==> src/design/tspb_pkg.sv <==
// shared constants and types for the two-wire slave packet buffer
`timescale 1ns / 1ps
`default_nettype none
package tspb_pkg;

   localparam int BUFFER_DEPTH = 4;
   localparam int IDX_W = (BUFFER_DEPTH > 2) ? $clog2(BUFFER_DEPTH) : 1;
   // width that holds index + 1 and the payload size alike
   localparam int CMP_W = (IDX_W + 1 > 3) ? IDX_W + 1 : 3;

   localparam int REQ_DATA_W = 16;
   localparam int RSP_DATA_W = 24;

   typedef enum logic [3:0] {
      KIND_TX_ACK     = 4'd0,
      KIND_TX_NACK    = 4'd1,
      KIND_RX_ADDR    = 4'd2,
      KIND_RX_DATA    = 4'd3,
      KIND_STOP       = 4'd4,
      KIND_ABORT      = 4'd5,
      KIND_OTHER      = 4'd6,
      KIND_HOST_CLEAR = 4'd7,
      KIND_HOST_ACC   = 4'd8
   } kind_type;

   localparam logic REG_INIT_CODE    = 1'b0;
   localparam logic REG_PAYLOAD_SIZE = 1'b1;

   typedef struct packed {
      logic [7:0] init_code;
      logic [2:0] payload_size;
   } cfg_type;

   // item metadata waiting for the buffer read data
   typedef struct packed {
      logic tx_sel;
      logic hd_sel;
      logic action;
      logic busy;
      logic ready;
   } meta_type;

endpackage
`default_nettype wire

==> src/design/twi_slave_packet_buffer.sv <==
// two-wire slave response logic with circular packet buffer, top level
// each request beat passes through the stage-one register and then the output register
// throughput: one beat per cycle while the result output is not stalled
// a request is still taken while one finished result waits at the output
// reset: synchronous, clears index, flags, pipeline valids and init code; payload size resets to 4
// buffer contents are not cleared and are undefined until written
`timescale 1ns / 1ps
`default_nettype none
module twi_slave_packet_buffer (
   input  wire logic                            clock,
   input  wire logic                            reset,
   input  wire logic                            req_tvalid,
   output logic                                 req_tready,
   // rx_byte[7:0], host_index[9:8], host_write[10], zero pad
   input  wire logic [tspb_pkg::REQ_DATA_W-1:0] req_tdata,
   // kind[3:0]
   input  wire logic [3:0]                      req_tuser,
   output logic                                 rsp_tvalid,
   input  wire logic                            rsp_tready,
   // tx_byte[7:0], bus_action[8], busy_res[9], packet_ready[10], host_data[18:11], zero pad
   output logic [tspb_pkg::RSP_DATA_W-1:0]      rsp_tdata,
   input  wire logic                            csr_psel,
   input  wire logic                            csr_penable,
   input  wire logic                            csr_pwrite,
   input  wire logic [2:0]                      csr_paddr,
   input  wire logic [31:0]                     csr_pwdata,
   output logic [31:0]                          csr_prdata,
   output logic                                 csr_pready
);
   import tspb_pkg::*;

   logic [7:0] init_code_ff;
   logic [2:0] payload_size_ff;
   cfg_type    cfg;
   logic       csr_wr;

   logic       accept, s1_valid, s1_take;
   meta_type   s1_meta;
   logic [7:0] rd_data;

   logic                  out_valid_ff, out_valid_in;
   logic [RSP_DATA_W-1:0] out_data_ff, out_data_in;

   assign csr_pready = 1'b1;
   assign csr_wr     = csr_psel & csr_penable & csr_pwrite;

   always_ff @(posedge clock) begin
      if (reset) begin
         init_code_ff    <= 8'd0;
         payload_size_ff <= 3'd4;
      end else if (csr_wr) begin
         case (csr_paddr[2])
            REG_INIT_CODE:    init_code_ff    <= csr_pwdata[7:0];
            REG_PAYLOAD_SIZE: payload_size_ff <= csr_pwdata[2:0];
            default: begin
            end
         endcase
      end
   end

   always_comb begin
      case (csr_paddr[2])
         REG_INIT_CODE:    csr_prdata = {24'd0, init_code_ff};
         REG_PAYLOAD_SIZE: csr_prdata = {29'd0, payload_size_ff};
         default:          csr_prdata = 32'd0;
      endcase
   end

   assign cfg.init_code    = init_code_ff;
   assign cfg.payload_size = payload_size_ff;

   // stage one drains into the output register whenever that frees up
   assign s1_take    = s1_valid & (~out_valid_ff | rsp_tready);
   assign req_tready = ~s1_valid | s1_take;
   assign accept     = req_tvalid & req_tready;

   tspb_ctrl u_ctrl (
      .clock      (clock),
      .reset      (reset),
      .accept     (accept),
      .kind       (req_tuser),
      .rx_byte    (req_tdata[7:0]),
      .host_index (req_tdata[9:8]),
      .host_write (req_tdata[10]),
      .cfg        (cfg),
      .s1_take    (s1_take),
      .s1_valid   (s1_valid),
      .s1_meta    (s1_meta),
      .rd_data    (rd_data)
   );

   always_comb begin
      out_data_in = {5'd0,
                     (s1_meta.hd_sel ? rd_data : 8'd0),
                     s1_meta.ready,
                     s1_meta.busy,
                     s1_meta.action,
                     (s1_meta.tx_sel ? rd_data : 8'd0)};
      out_valid_in = s1_take | (out_valid_ff & ~rsp_tready);
   end

   always_ff @(posedge clock) begin
      if (reset) begin
         out_valid_ff <= 1'b0;
      end else begin
         out_valid_ff <= out_valid_in;
      end
   end

   always_ff @(posedge clock) begin
      if (s1_take) begin
         out_data_ff <= out_data_in;
      end
   end

   assign rsp_tvalid = out_valid_ff;
   assign rsp_tdata  = out_data_ff;

endmodule
`default_nettype wire

==> src/design/tspb_ram.sv <==
// generic single-port-write, registered-read ram
`timescale 1ns / 1ps
`default_nettype none
module tspb_ram #(
   parameter int WIDTH = 8,
   parameter int DEPTH = 4
) (
   input  wire logic                                      clock,
   input  wire logic                                      we,
   input  wire logic [((DEPTH > 2) ? $clog2(DEPTH) : 1)-1:0] waddr,
   input  wire logic [WIDTH-1:0]                          wdata,
   input  wire logic                                      re,
   input  wire logic [((DEPTH > 2) ? $clog2(DEPTH) : 1)-1:0] raddr,
   output logic      [WIDTH-1:0]                          rdata
);

   logic [WIDTH-1:0] mem_ff [DEPTH];

   always_ff @(posedge clock) begin
      if (we) begin
         mem_ff[waddr] <= wdata;
      end
      if (re) begin
         rdata <= mem_ff[raddr];
      end
   end

endmodule
`default_nettype wire

==> src/design/tspb_ctrl.sv <==
// event decode, flag and index update, buffer access issue stage
`timescale 1ns / 1ps
`default_nettype none
module tspb_ctrl (
   input  wire logic              clock,
   input  wire logic              reset,
   input  wire logic              accept,
   input  wire logic [3:0]        kind,
   input  wire logic [7:0]        rx_byte,
   input  wire logic [1:0]        host_index,
   input  wire logic              host_write,
   input  wire tspb_pkg::cfg_type cfg,
   input  wire logic              s1_take,
   output logic                   s1_valid,
   output tspb_pkg::meta_type     s1_meta,
   output logic [7:0]             rd_data
);
   import tspb_pkg::*;

   logic [IDX_W-1:0] idx_ff, idx_in;
   logic             expect_ff, expect_in;
   logic             busy_ff, busy_in;
   logic             ready_ff, ready_in;
   logic             s1_valid_ff, s1_valid_in;
   meta_type         meta_ff, meta_in;

   logic             we, re;
   logic [IDX_W-1:0] waddr, raddr, hidx, idx_next;
   logic             hidx_ok;
   logic [CMP_W-1:0] idx_plus;

   assign hidx     = IDX_W'(host_index);
   assign hidx_ok  = 32'(host_index) < BUFFER_DEPTH;
   assign idx_next = (32'(idx_ff) == BUFFER_DEPTH - 1) ? '0 : idx_ff + 1'b1;
   assign idx_plus = CMP_W'(idx_ff) + 1'b1;

   always_comb begin
      idx_in    = idx_ff;
      expect_in = expect_ff;
      busy_in   = busy_ff;
      ready_in  = ready_ff;
      we        = 1'b0;
      re        = 1'b0;
      waddr     = idx_ff;
      raddr     = idx_ff;
      meta_in   = '0;
      case (kind)
         KIND_TX_ACK: begin
            re             = accept;
            meta_in.tx_sel = 1'b1;
            idx_in         = idx_next;
            busy_in        = 1'b1;
         end
         KIND_TX_NACK, KIND_STOP, KIND_OTHER: begin
            busy_in = 1'b0;
         end
         KIND_RX_ADDR: begin
            expect_in = 1'b1;
            busy_in   = 1'b1;
         end
         KIND_RX_DATA: begin
            if (expect_ff) begin
               expect_in = 1'b0;
               if (rx_byte == cfg.init_code) begin
                  idx_in   = '0;
                  ready_in = 1'b0;
               end
            end else begin
               we = accept;
               if (idx_plus >= CMP_W'(cfg.payload_size)) begin
                  ready_in = 1'b1;
               end
               idx_in = idx_next;
            end
            busy_in = 1'b1;
         end
         KIND_ABORT: begin
            meta_in.action = 1'b1;
            busy_in        = 1'b0;
         end
         KIND_HOST_CLEAR: begin
            ready_in = 1'b0;
         end
         KIND_HOST_ACC: begin
            waddr = hidx;
            raddr = hidx;
            if (hidx_ok) begin
               if (host_write) begin
                  we = accept;
               end else begin
                  re             = accept;
                  meta_in.hd_sel = 1'b1;
               end
            end
         end
         default: begin
         end
      endcase
      meta_in.busy  = busy_in;
      meta_in.ready = ready_in & busy_in;
      s1_valid_in   = accept | (s1_valid_ff & ~s1_take);
   end

   always_ff @(posedge clock) begin
      if (reset) begin
         idx_ff      <= '0;
         expect_ff   <= 1'b0;
         busy_ff     <= 1'b0;
         ready_ff    <= 1'b0;
         s1_valid_ff <= 1'b0;
      end else begin
         if (accept) begin
            idx_ff    <= idx_in;
            expect_ff <= expect_in;
            busy_ff   <= busy_in;
            ready_ff  <= ready_in;
         end
         s1_valid_ff <= s1_valid_in;
      end
   end

   always_ff @(posedge clock) begin
      if (accept) begin
         meta_ff <= meta_in;
      end
   end

   // reads and writes land at the accept edge, so the next beat sees the update
   tspb_ram #(
      .WIDTH (8),
      .DEPTH (BUFFER_DEPTH)
   ) u_buffer (
      .clock (clock),
      .we    (we),
      .waddr (waddr),
      .wdata (rx_byte),
      .re    (re),
      .raddr (raddr),
      .rdata (rd_data)
   );

   assign s1_valid = s1_valid_ff;
   assign s1_meta  = meta_ff;

endmodule
`default_nettype wire

==> config.mk <==
export PLATFORM = sky130hd
export DESIGN_NAME = twi_slave_packet_buffer
export DESIGN_NICKNAME = d
export VERILOG_FILES = /design/src/design/tspb_pkg.sv /design/src/design/twi_slave_packet_buffer.sv /design/src/design/tspb_ram.sv /design/src/design/tspb_ctrl.sv
export SDC_FILE = /design/constraint.sdc
export NUM_CORES = 1
export LEC_CHECK = 0
export BUFFER_PORTS_ARGS = -buffer_cell sky130_fd_sc_hd__buf_2
export CAP_MARGIN = 20
export CORE_ASPECT_RATIO = 2
export CORE_MARGIN = 4
export CORE_UTILIZATION = 50
export CTS_BUF_LIST = sky130_fd_sc_hd__clkbuf_4 sky130_fd_sc_hd__clkbuf_8 sky130_fd_sc_hd__clkbuf_16
export CTS_CLUSTER_DIAMETER = 60
export DETAILED_ROUTE_END_ITERATION = 8
export PLACE_DENSITY = 0.9
export SLEW_MARGIN = 20
export SYNTH_ARGS = -nofsm -noshare
export SYNTH_HDL_FRONTEND = slang
export SYNTH_SLANG_ARGS = --single-unit
==> constraint.sdc <==
create_clock -name clock -period 2.74 [get_ports clock]
set_clock_uncertainty 0.15 [all_clocks]
set_input_delay 0 -clock clock [delete_from_list [all_inputs] [get_ports clock]]
set_output_delay 0 -clock clock [all_outputs]
set_load 0.03 [all_outputs]
## Word level (Yosys, flattened, before mapping)

Memory sizes are Yosys's and may differ from the RTL's. A register that Yosys moved wholly into a read port is not among the register bits.
Cells that the tools add are included.

- Add/sub/neg operators: 2
- Multiply operators: 0
- Divide/modulo/power cells: 0
- Order comparisons: 1
- Equality and inequality tests: 11
- Shift-type cells: 0
- Mux-type cells: 22
- Bitwise operators: 16
- Reduce and logical (&&, ||, !) cells: 9

Operator list:

| kind | number |
|---|---|
| 32-bit case mux with 2 select lines | 1 |
| 4-bit by 3-bit equality test with 1-bit output, second input constant | 4 |
| 1-bit two-way mux | 11 |
| 1-bit case mux with 2 select lines | 5 |
| 4-bit by 2-bit equality test with 1-bit output, second input constant | 2 |
| 8-bit equality test | 1 |
| 2-bit two-way mux | 4 |
| 1-bit bitwise AND | 7 |
| 2-bit AND reduction | 3 |
| 1-bit NOT | 5 |
| 4-bit by 1-bit equality test with 1-bit output, second input constant | 1 |
| 4-bit equality test, second input constant | 1 |
| 4-bit zero test | 1 |
| 1-bit bitwise OR | 4 |
| 2-bit case mux with 2 select lines | 1 |
| 2-bit nonzero test | 2 |
| 4-bit OR reduction | 1 |
| 2-bit by 1-bit adder with 3-bit output, second input constant | 1 |
| 3-bit >= comparator | 1 |
| 3-bit != test, second input constant | 1 |
| 3-bit AND reduction | 1 |
| 3-bit OR reduction | 1 |
| 2-bit by 1-bit adder with 2-bit output, second input constant | 1 |
| 2-bit equality test, second input constant | 1 |

- Flip-flop bits (word level): 42
- Bits in latches: 0
- RAM bits: 32
- Memory bits (read-only): 0
- Input port bits: 62
- Output and inout port bits: 59
- Logic and storage cells: 78
- Memories: 1

Memory list:

| name | words | width | rd ports | clocked after Yosys merged registers in | wr ports | line | text |
|---|---|---|---|---|---|---|---|
| u_ctrl.u_buffer.mem_ff | 4 | 8 | 1 | 1 | 1 | tspb_ram.sv:17 | `logic [WIDTH-1:0] mem_ff [DEPTH];` |

## Depth between registers and ports, before layout

Gate-level depths: netlist of the first run.

- Depth after elaboration: 9
- Mapped depth: 6
- Depth with buffers taken out: 6

## Modules after synthesis

Synthesis of the first run repeated with hierarchy kept, for this count alone.

- Cell total of the unflattened synthesis: 270
- Area, all modules: 3769.9 um^2

By module, submodules not included:

| module | instances | cells an instance | area an instance (um^2) | seq. area each (um^2) |
|---|---|---|---|---|
| twi_slave_packet_buffer | 1 | 129 | 1531.5 | 810.8 |
| tspb_ram | 1 | 54 | 1428.9 | 1201.2 |
| tspb_ctrl | 1 | 87 | 809.5 | 270.3 |

## Least setup slack after synthesis of the first run

OpenSTA, ideal clock, no wires.

- Path kind: register -> register
- From: register out_valid_ff (netlist: rsp_tvalid)
- To: register out_data_ff[0] (netlist: rsp_tdata[0]), enable pin
- Setup time: 0.424 ns
- Data arrival time: 1.907 ns
- Required time: 2.166 ns
- Path slack: 0.259 ns
- Stages on the path, launching flop included: 2
- Buffers on the path: 0
- Clock period less this slack: 2.481 ns
- Cells stage by stage: dfxtp_1 > a21boi_0

- Word-level cells in the longest chain between the ends: 3

RTL lines:

| element | line | text |
|---|---|---|
| start: declaration | twi_slave_packet_buffer.sv:41 | `logic out_valid_ff, out_valid_in;` |
| start signal: assignment | twi_slave_packet_buffer.sv:106 | `out_valid_ff <= out_valid_in;` |
| 1-bit NOT | twi_slave_packet_buffer.sv:73 | `assign s1_take = s1_valid & (~out_valid_ff \| rsp_tready);` |
| 1-bit bitwise OR | twi_slave_packet_buffer.sv:73 |  |
| 1-bit bitwise AND | twi_slave_packet_buffer.sv:73 |  |
| via s1_take | twi_slave_packet_buffer.sv:37 | `logic accept, s1_valid, s1_take;` |
| end signal: assignment | twi_slave_packet_buffer.sv:112 | `out_data_ff <= out_data_in;` |
| end: declaration | twi_slave_packet_buffer.sv:42 | `logic [RSP_DATA_W-1:0] out_data_ff, out_data_in;` |

The timed path passes the listed nets, and every way through them passes these cells.
A chain may end at the register's enable or synchronous reset.

## Worst setup path in the final report of the first run

- From: input port csr_pwrite
- To: register init_code_ff[3]

- Word-level cells in the longest chain between the ends: 2

RTL lines:

| element | line | text |
|---|---|---|
| start: declaration | twi_slave_packet_buffer.sv:24 | `input wire logic csr_pwrite,` |
| 1-bit bitwise AND | twi_slave_packet_buffer.sv:45 | `assign csr_wr = csr_psel & csr_penable & csr_pwrite;` |
| 2-bit AND reduction (no source line) | n/a |  |
| end signal: assignment | twi_slave_packet_buffer.sv:53 | `REG_INIT_CODE: init_code_ff <= csr_pwdata[7:0];` |
| end: declaration | twi_slave_packet_buffer.sv:32 | `logic [7:0] init_code_ff;` |

Every way passes these cells.

==> impl_results.md, run 1 <==
- Outcome: finished, final reports clean
- 1st-iter DRT viols: 69
- Startpoint types: input pin
- Fin cells: 473
- Chip Width: 68.5 microns
- Fin Setup TNS: 0 ns
- Global route total overflow: 0
- Drt via density: 5.12
- Worst hold margin: 0.0146 ns
- Area delta synth->final: 26.2%
- Gpl congestion: 0.855
- Vias in the first global route: 2,592
- Min Tclk post-route: 2.58 ns
- Post-synthesis compound-gate area fraction: 0.0640
- Share of layout cells above drive strength 1: 0.248
- RSZ-0062 raised after global routing: false
- Die area: 0.00883 sq mm
- Final setup fails: 0
- Place WS: 0.408 ns
- Via count: 2,423
- Sw Ratio: 0.231
- Slew Viols, Final: 0
- PD cells: 615 mW/mm^2
- Clk Latency, worst-skew pair: 0.34 ns
- Logic pwr share: 0.097
- Port buffer count: 59
- Distinct cell type count of the synthesized netlist: 48
- Wire length of the first global-routing pass: 12,400 microns
- H-tree depth: 3
- Post-route cell area: 0.00462 sq mm
- Internal: 2.18 mW
- Core area: 0.00705 sq mm
- Cells resized by post-CTS repair: 0
- # Max-Cap Violations: 0
- Setup repair bufs after CTS: 0
- Hold_buf cts: 38
- Switch Pwr: 657 uW
- # diodes: 0
- Synth Flop Type: edfxtp_1
- I/O Pins: 121
- Root Driver: clkbuf_16
- Fillers: 493
- Util after Layout: 0.655
- Seq/Total Area, Yosys: 0.624
- Total power: 2.84 mW
- Final period util: 0.942
- CTS clk-pin slew, worst paths: 0.07 ns
- CTS tree: done
- Mean post-synth cell area: 13.3 sq um
- Post-Synth Adder-Cell Area: 0.0137
- All-Layer GR Usage: 0.194
- Routed wire length: 7590 microns
- Slew @ Worst Pin: 0.834 ns
- Largest net degree at the start of global routing: 20
- Main combinational cell family by area after synthesis: simple AND/OR/NAND/NOR gates
- Die Y: 129 microns
- Worst Path Class, Setup: input pin to register
- Cell Rows: 43
- Relative slew slack: 0.442
- Post-Place Cell Area: 0.00394 sq mm
- Final Hold Viols: 0
- Area of the mapped netlist: 0.00366 sq mm
- Drt pass-1 iters: 4
- Clock Path Buffers: 2
- Initial Util: 0.519
- Synth Instances: 275
- Synth warn: 0
- Clock sink count: 82
- Antenna violations before repair: 0
- Routed WL per cell: 16.0 microns
- Post-detail-place hpwl: 4630 microns
- Sequential power share: 0.487
- Fraction of registers with async set or reset after synthesis: 0
- Clock network power share: 0.416
- ANT nets after route: 0
- Peak VDD IR: 591 uV
- Final worst setup slack: 0.158 ns
- Dpl cells: 419
- TritonCTS buffer count: 9
- Setup crit end kind: register
- Post-route DRC: 0
- #FFs+latches synth: 82
- Fmax: 387 MHz
- Post-Synth Simple-Gate Area: 0.120
- Worst-path maximum fanout: 8
- Hold Path Class: input pin to register
- Worst EP arrival: 2.72 ns
- Pleak: 1.86 nW
- Post-synth EDFFs: 64
- Post-synthesis mux area share: 0.0705
- Synth Area in XOR/XNOR: 0.0192
- Total Nets Final: 444
- Crit path required time: 2.87 ns
## flip-flops by register name (all words and copies together) (netlist names)
name,flops
u_ctrl.u_buffer.mem_ff,32
rsp_tdata,19
init_code_ff,8
u_ctrl.u_buffer.rdata,8
u_ctrl.s1_meta,5
payload_size_ff,3
u_ctrl.idx_ff,2
rsp_tvalid,1
u_ctrl.busy_ff,1
u_ctrl.expect_ff,1
u_ctrl.ready_ff,1
u_ctrl.s1_valid,1
## kinds of logic (layout without fill, tap and decap cells)
group,Yosys count,after routing
fa+ha+maj,4,4
buf+inv,49,129
simple gates,79,79
xor+xnor,8,8
compound gates,36,36
flops,82,82
other cells,2,30
mux,15,15
## cell type report
class                           instances  area, sq um  area share
Clock inverter                          6         65.1      0.0141
Inverter                               10         37.5     0.00813
Timing Repair Buffer                  103          721       0.156
Multi-Input combinational cell        172         1160       0.252
Tap cell                               90          113      0.0244
Clock buffer                           10          233      0.0504
Sequential cell                        82         2280       0.494
## power groups by stage
| stage | Clock [mW] | Combinational, mW | Sequential, mW |
|---|---|---|---|
| 3_3_place_gp | 0 | 0.226 | 1.41 |
| 2_1_floorplan | 0 | 0.177 | 1.43 |
| 4_1_cts | 1.20 | 0.267 | 1.38 |
| 5_1_grt | 1.27 | 0.296 | 1.39 |
| 3_5_place_dp | 0 | 0.233 | 1.41 |
| 6_report | 1.18 | 0.275 | 1.38 |
## critical path: stages
cell,delay [ns]
dlygate4sd3_1,0.54
buf_2,0.11
nand3_1,0.12
nor2_1,0.51
nand2_1,0.15
dlygate4sd3_1,0.58
a21oi_1,0.13
dlygate4sd3_1,0.57
## Yosys cell counts, types with 3 or more instances
library cell / number / area, sq um
a211oi_1: 4 / 30.0
a21oi_1: 15 / 75.1
and2_1: 17 / 106
buf_4: 30 / 225
clkbuf_1: 5 / 18.8
dfxtp_1: 18 / 360
edfxtp_1: 64 / 1920
ha_1: 4 / 50.1
inv_1: 10 / 37.5
mux2_2: 3 / 33.8
mux2i_1: 4 / 40.0
mux4_2: 7 / 158
nand2_1: 21 / 78.8
nand2b_1: 3 / 18.8
nand4_1: 3 / 18.8
nor2_1: 12 / 45.0
nor2b_1: 8 / 50.1
o21ai_0: 3 / 15.0
or2_2: 3 / 18.8
xnor2_1: 8 / 70.1
## cell usage in the layout (no fill, tap or decap), types with 6 or more instances in the layout
cell / instances
dlygate4sd3_1: 38
nand2_1: 21
nor2b_1: 8
clkbuf_16: 9
xnor2_1: 8
edfxtp_1: 64
mux4_2: 7
dfxtp_1: 18
buf_2: 59
conb_1: 30
buf_4: 6
and2_1: 17
inv_1: 10
nor2_1: 12
a21oi_1: 15
## path summary, 6_finish.rpt
check             slack (ns)  cells after the start                 to              start
setup / recovery        0.16                      8    init_code_ff[3]         csr_pwrite
hold / removal          0.01                      2  u_ctrl.s1_meta[2]       req_tuser[0]
setup reg to reg        0.53                      6  u_ctrl.s1_meta[0]   u_ctrl.idx_ff[0]
hold reg to reg         0.27                      0       rsp_tdata[9]  u_ctrl.s1_meta[1]
## routing by layer
metal,routed length [microns],vias up,share of wire,GRT usage
met5,0,-,0,0
met4,428,0,0.056,0.135
met3,548,39,0.072,0.0507
met2,4200,129,0.55,0.334
met1,2410,1113,0.32,0.193
li1,-,1142,-,-
Note: power is estimated with default switching activity, not from simulation.
==> run 2, diff against run 1 <==
--- a/config.mk
+++ b/config.mk
@@ -5,14 +5,14 @@
 export SDC_FILE = /design/constraint.sdc
 export NUM_CORES = 1
 export LEC_CHECK = 0
-export BUFFER_PORTS_ARGS = -buffer_cell sky130_fd_sc_hd__buf_2
 export CAP_MARGIN = 20
 export CORE_ASPECT_RATIO = 2
 export CORE_MARGIN = 4
-export CORE_UTILIZATION = 50
+export CORE_UTILIZATION = 63
 export CTS_BUF_LIST = sky130_fd_sc_hd__clkbuf_4 sky130_fd_sc_hd__clkbuf_8 sky130_fd_sc_hd__clkbuf_16
 export CTS_CLUSTER_DIAMETER = 60
 export DETAILED_ROUTE_END_ITERATION = 8
+export DONT_BUFFER_PORTS = 1
 export PLACE_DENSITY = 0.9
 export SLEW_MARGIN = 20
 export SYNTH_ARGS = -nofsm -noshare
==> constraint.sdc (replaced) <==
create_clock -name clock -period 2.74 [get_ports clock]
set_clock_uncertainty 0.15 [all_clocks]
set_input_delay 0.137 -clock clock [delete_from_list [all_inputs] [get_ports clock]]
set_output_delay 0.137 -clock clock [all_outputs]
set_load 0.03 [all_outputs]
==> impl_results.md, run 2 (same netlist as run 1, synthesis figures left out) <==
- Clk Latency, worst-skew pair: 0.33 ns (was 0.34 ns)
- Fillers: 330 (was 493)
- Critical path's top delay family: simple AND/OR/NAND/NOR gates (was buffers and inverters)
- CTS clk-pin slew, worst paths: 0.06 ns (was 0.07 ns)
- Setup crit end kind: register (unchanged)
- Logic pwr share: 0.069 (was 0.097)
- Worst-path maximum fanout: 11 (was 8)
- Hold Path Class: input pin to register (unchanged)
- All-Layer GR Usage: 0.210 (was 0.194)
- Clock sink count: 82 (unchanged)
- # Max-Cap Violations: 0 (unchanged)
- Largest net degree at the start of global routing: 20 (unchanged)
- RSZ-0062 raised after global routing: false (unchanged)
- CTS tree: done (unchanged)
- Fin Setup TNS: 0 ns (unchanged)
- CP max-delay cell: dlygate4sd3_1 (unchanged)
- Drt via density: 5.78 (was 5.12)
- Die area: 0.00716 sq mm (was 0.00883 sq mm)
- Register with the most flip-flops: u_ctrl.u_buffer.mem_ff (unchanged)
- Dpl cells: 329 (was 419)
- Multi-input gate area: 0.00116 sq mm (unchanged)
- Routed WL per cell: 17.9 microns (was 16.0 microns)
- Antenna violations before repair: 0 (unchanged)
- Via count: 2,161 (was 2,423)
- Peak VDD IR: 837 uV (was 591 uV)
- Die Y: 116 microns (was 129 microns)
- Gpl congestion: 0.845 (was 0.855)
- Area delta synth->final: 14.8% (was 26.2%)
- Outcome: finished, final reports clean (unchanged)
- Core area: 0.00566 sq mm (was 0.00705 sq mm)
- Switch Pwr: 602 uW (was 657 uW)
- Pleak: 1.56 nW (was 1.86 nW)
- Reg area: 0.00228 sq mm (unchanged)
- Post-route DRC: 0 (unchanged)
- Total Nets Final: 374 (was 444)
- CP cell instances: dlygate4sd3_1 -> nor4b_4 -> mux2i_1 -> buf_4 -> inv_1 -> nor2_1 (was dlygate4sd3_1 -> buf_2 -> nand3_1 -> nor2_1 -> nand2_1 -> dlygate4sd3_1 -> a21oi_1 -> dlygate4sd3_1)
- Min Tclk post-route: 2.55 ns (was 2.58 ns)
- Fmax: 392 MHz (was 387 MHz)
- Final Hold Viols: 0 (unchanged)
- Wire length of the first global-routing pass: 10,400 microns (was 12,400 microns)
- Root Driver: clkbuf_16 (unchanged)
- Worst Path Class, Setup: input pin to register (unchanged)
- R2R depth: 7 (was 6)
- Internal: 2.24 mW (was 2.18 mW)
- Most common cell after layout, fill and taps aside: edfxtp_1 (unchanged)
- Slew @ Worst Pin: 0.774 ns (was 0.834 ns)
- Final setup fails: 0 (unchanged)
- PD cells: 678 mW/mm^2 (was 615 mW/mm^2)
- ANT nets after route: 0 (unchanged)
- Initial Util: 0.646 (was 0.519)
- Crit path required time: 2.55 ns (was 2.87 ns)
- Total power: 2.84 mW (about the same)
- Share of layout cells above drive strength 1: 0.112 (was 0.248)
- Sw Ratio: 0.212 (was 0.231)
- I/O Pins: 121 (unchanged)
- 1st-iter DRT viols: 74 (was 69)
- Global route total overflow: 0 (unchanged)
- Routed wire length: 6690 microns (was 7590 microns)
- Worst Hold Endpoint: u_ctrl.idx_ff[0] (was u_ctrl.s1_meta[2])
- Port buffer count: 0 (was 59)
- TritonCTS buffer count: 9 (unchanged)
- Fin cells: 374 (was 473)
- Final period util: 0.931 (was 0.942)
- Clock network power share: 0.434 (was 0.416)
- Setup repair bufs after CTS: 0 (unchanged)
- Relative slew slack: 0.482 (was 0.442)
- Max reg flops: 32 (unchanged)
- Worst r2r src: u_ctrl.idx_ff[0] (unchanged)
- Worst hold start: req_tuser[1] (was req_tuser[0])
- Worst Path Buf+Inv: 3 (was 4)
- Vias in the first global route: 2,180 (was 2,592)
- R2R Setup Slk: 0.21 ns (was 0.53 ns)
- Cell Rows: 39 (was 43)
- Commonest non-fill, non-tap cells in the layout: edfxtp_1 (64), conb_1 (30), dlygate4sd3_1 (29) (was edfxtp_1 (64), buf_2 (59), dlygate4sd3_1 (38))
- Drt pass-1 iters: 4 (unchanged)
- Post-detail-place hpwl: 4400 microns (was 4630 microns)
- Startpoint types: input pin (unchanged)
- H-tree depth: 3 (unchanged)
- Clock Path Buffers: 2 (unchanged)
- Sequential power share: 0.497 (was 0.487)
- Hold path cells: 3 (was 2)
- Slew Viols, Final: 0 (unchanged)
- Worst EP arrival: 2.36 ns (was 2.72 ns)
- Max stage delay on crit path: 0.63 ns (was 0.58 ns)
- Worst reg2reg path endpoint: u_ctrl.ready_ff (was u_ctrl.s1_meta[0])
- # diodes: 0 (unchanged)
- Chip Width: 61.9 microns (was 68.5 microns)
## run 2: timing repair
action / in CTS / in global routing
hold endpoints to repair: 53 / 0
hold buffers: 29 / 0
resized for setup: 0 / 1
endpoints found under the setup margin: 0 / 1
## run 2: how the worst max path moves through the flow
stage / start / end / slack, ns / depth (start not counted)
2_1_floorplan: rsp_tvalid / rsp_tdata[0] / 0.26 / 1
3_3_place_gp: req_tuser[1] / u_ctrl.u_buffer.mem_ff[2][6] / 0.60 / 5
3_5_place_dp: req_tuser[1] / u_ctrl.u_buffer.mem_ff[2][6] / 0.53 / 5
4_1_cts: u_ctrl.idx_ff[0] / u_ctrl.ready_ff / 0.16 / 7
5_1_grt: req_tuser[1] / u_ctrl.u_buffer.mem_ff[2][2] / 0.05 / 6
6_report: req_tuser[1] / u_ctrl.u_buffer.mem_ff[0][2] / 0.19 / 6
## run 2: worst min-delay path, stage by stage
cell and delay [ns]:
nor2_1 0.04, o2111ai_1 0.18, a221oi_1 0.08
## run 2: area by class of cell
type / count / share of cell area
Clock inverter: 6 / 0.0197
Timing Repair Buffer: 33 / 0.0763
Sequential cell: 82 / 0.544
Multi-Input combinational cell: 172 / 0.278
Clock buffer: 10 / 0.0555
Inverter: 10 / 0.00894
Tap cell: 61 / 0.0182
## run 2: metal layers
metal / global-route usage / share of wire / routed length (microns) / up-vias
li1: - / - / - / 1005
met1: 0.202 / 0.33 / 2220 / 1023
met2: 0.356 / 0.55 / 3710 / 107
met3: 0.0803 / 0.076 / 506 / 26
met4: 0.132 / 0.037 / 249 / 0
met5: 0 / 0 / 0 / -
## run 2: power by group through the flow
stage | Clock (mW) | Combinational [mW] | Sequential (mW)
5_1_grt | 1.32 | 0.214 | 1.42
2_1_floorplan | 0 | 0.177 | 1.43
6_report | 1.24 | 0.196 | 1.41
3_3_place_gp | 0 | 0.144 | 1.44
3_5_place_dp | 0 | 0.148 | 1.44
4_1_cts | 1.26 | 0.192 | 1.41
## run 2: through the flow
stage          cell area [sq um]  worst slack (ns)  hold WS (ns)   util
3_3_place_gp                3590             0.596        0.0574  0.634
4_1_cts                     4200             0.156       0.00153  0.741
6_report                    4200             0.190        0.0137  0.741
5_1_grt                     4200            0.0488        0.0260  0.741
2_1_floorplan               3760             0.259        0.0859      -
3_5_place_dp                3590             0.530        0.0607  0.634
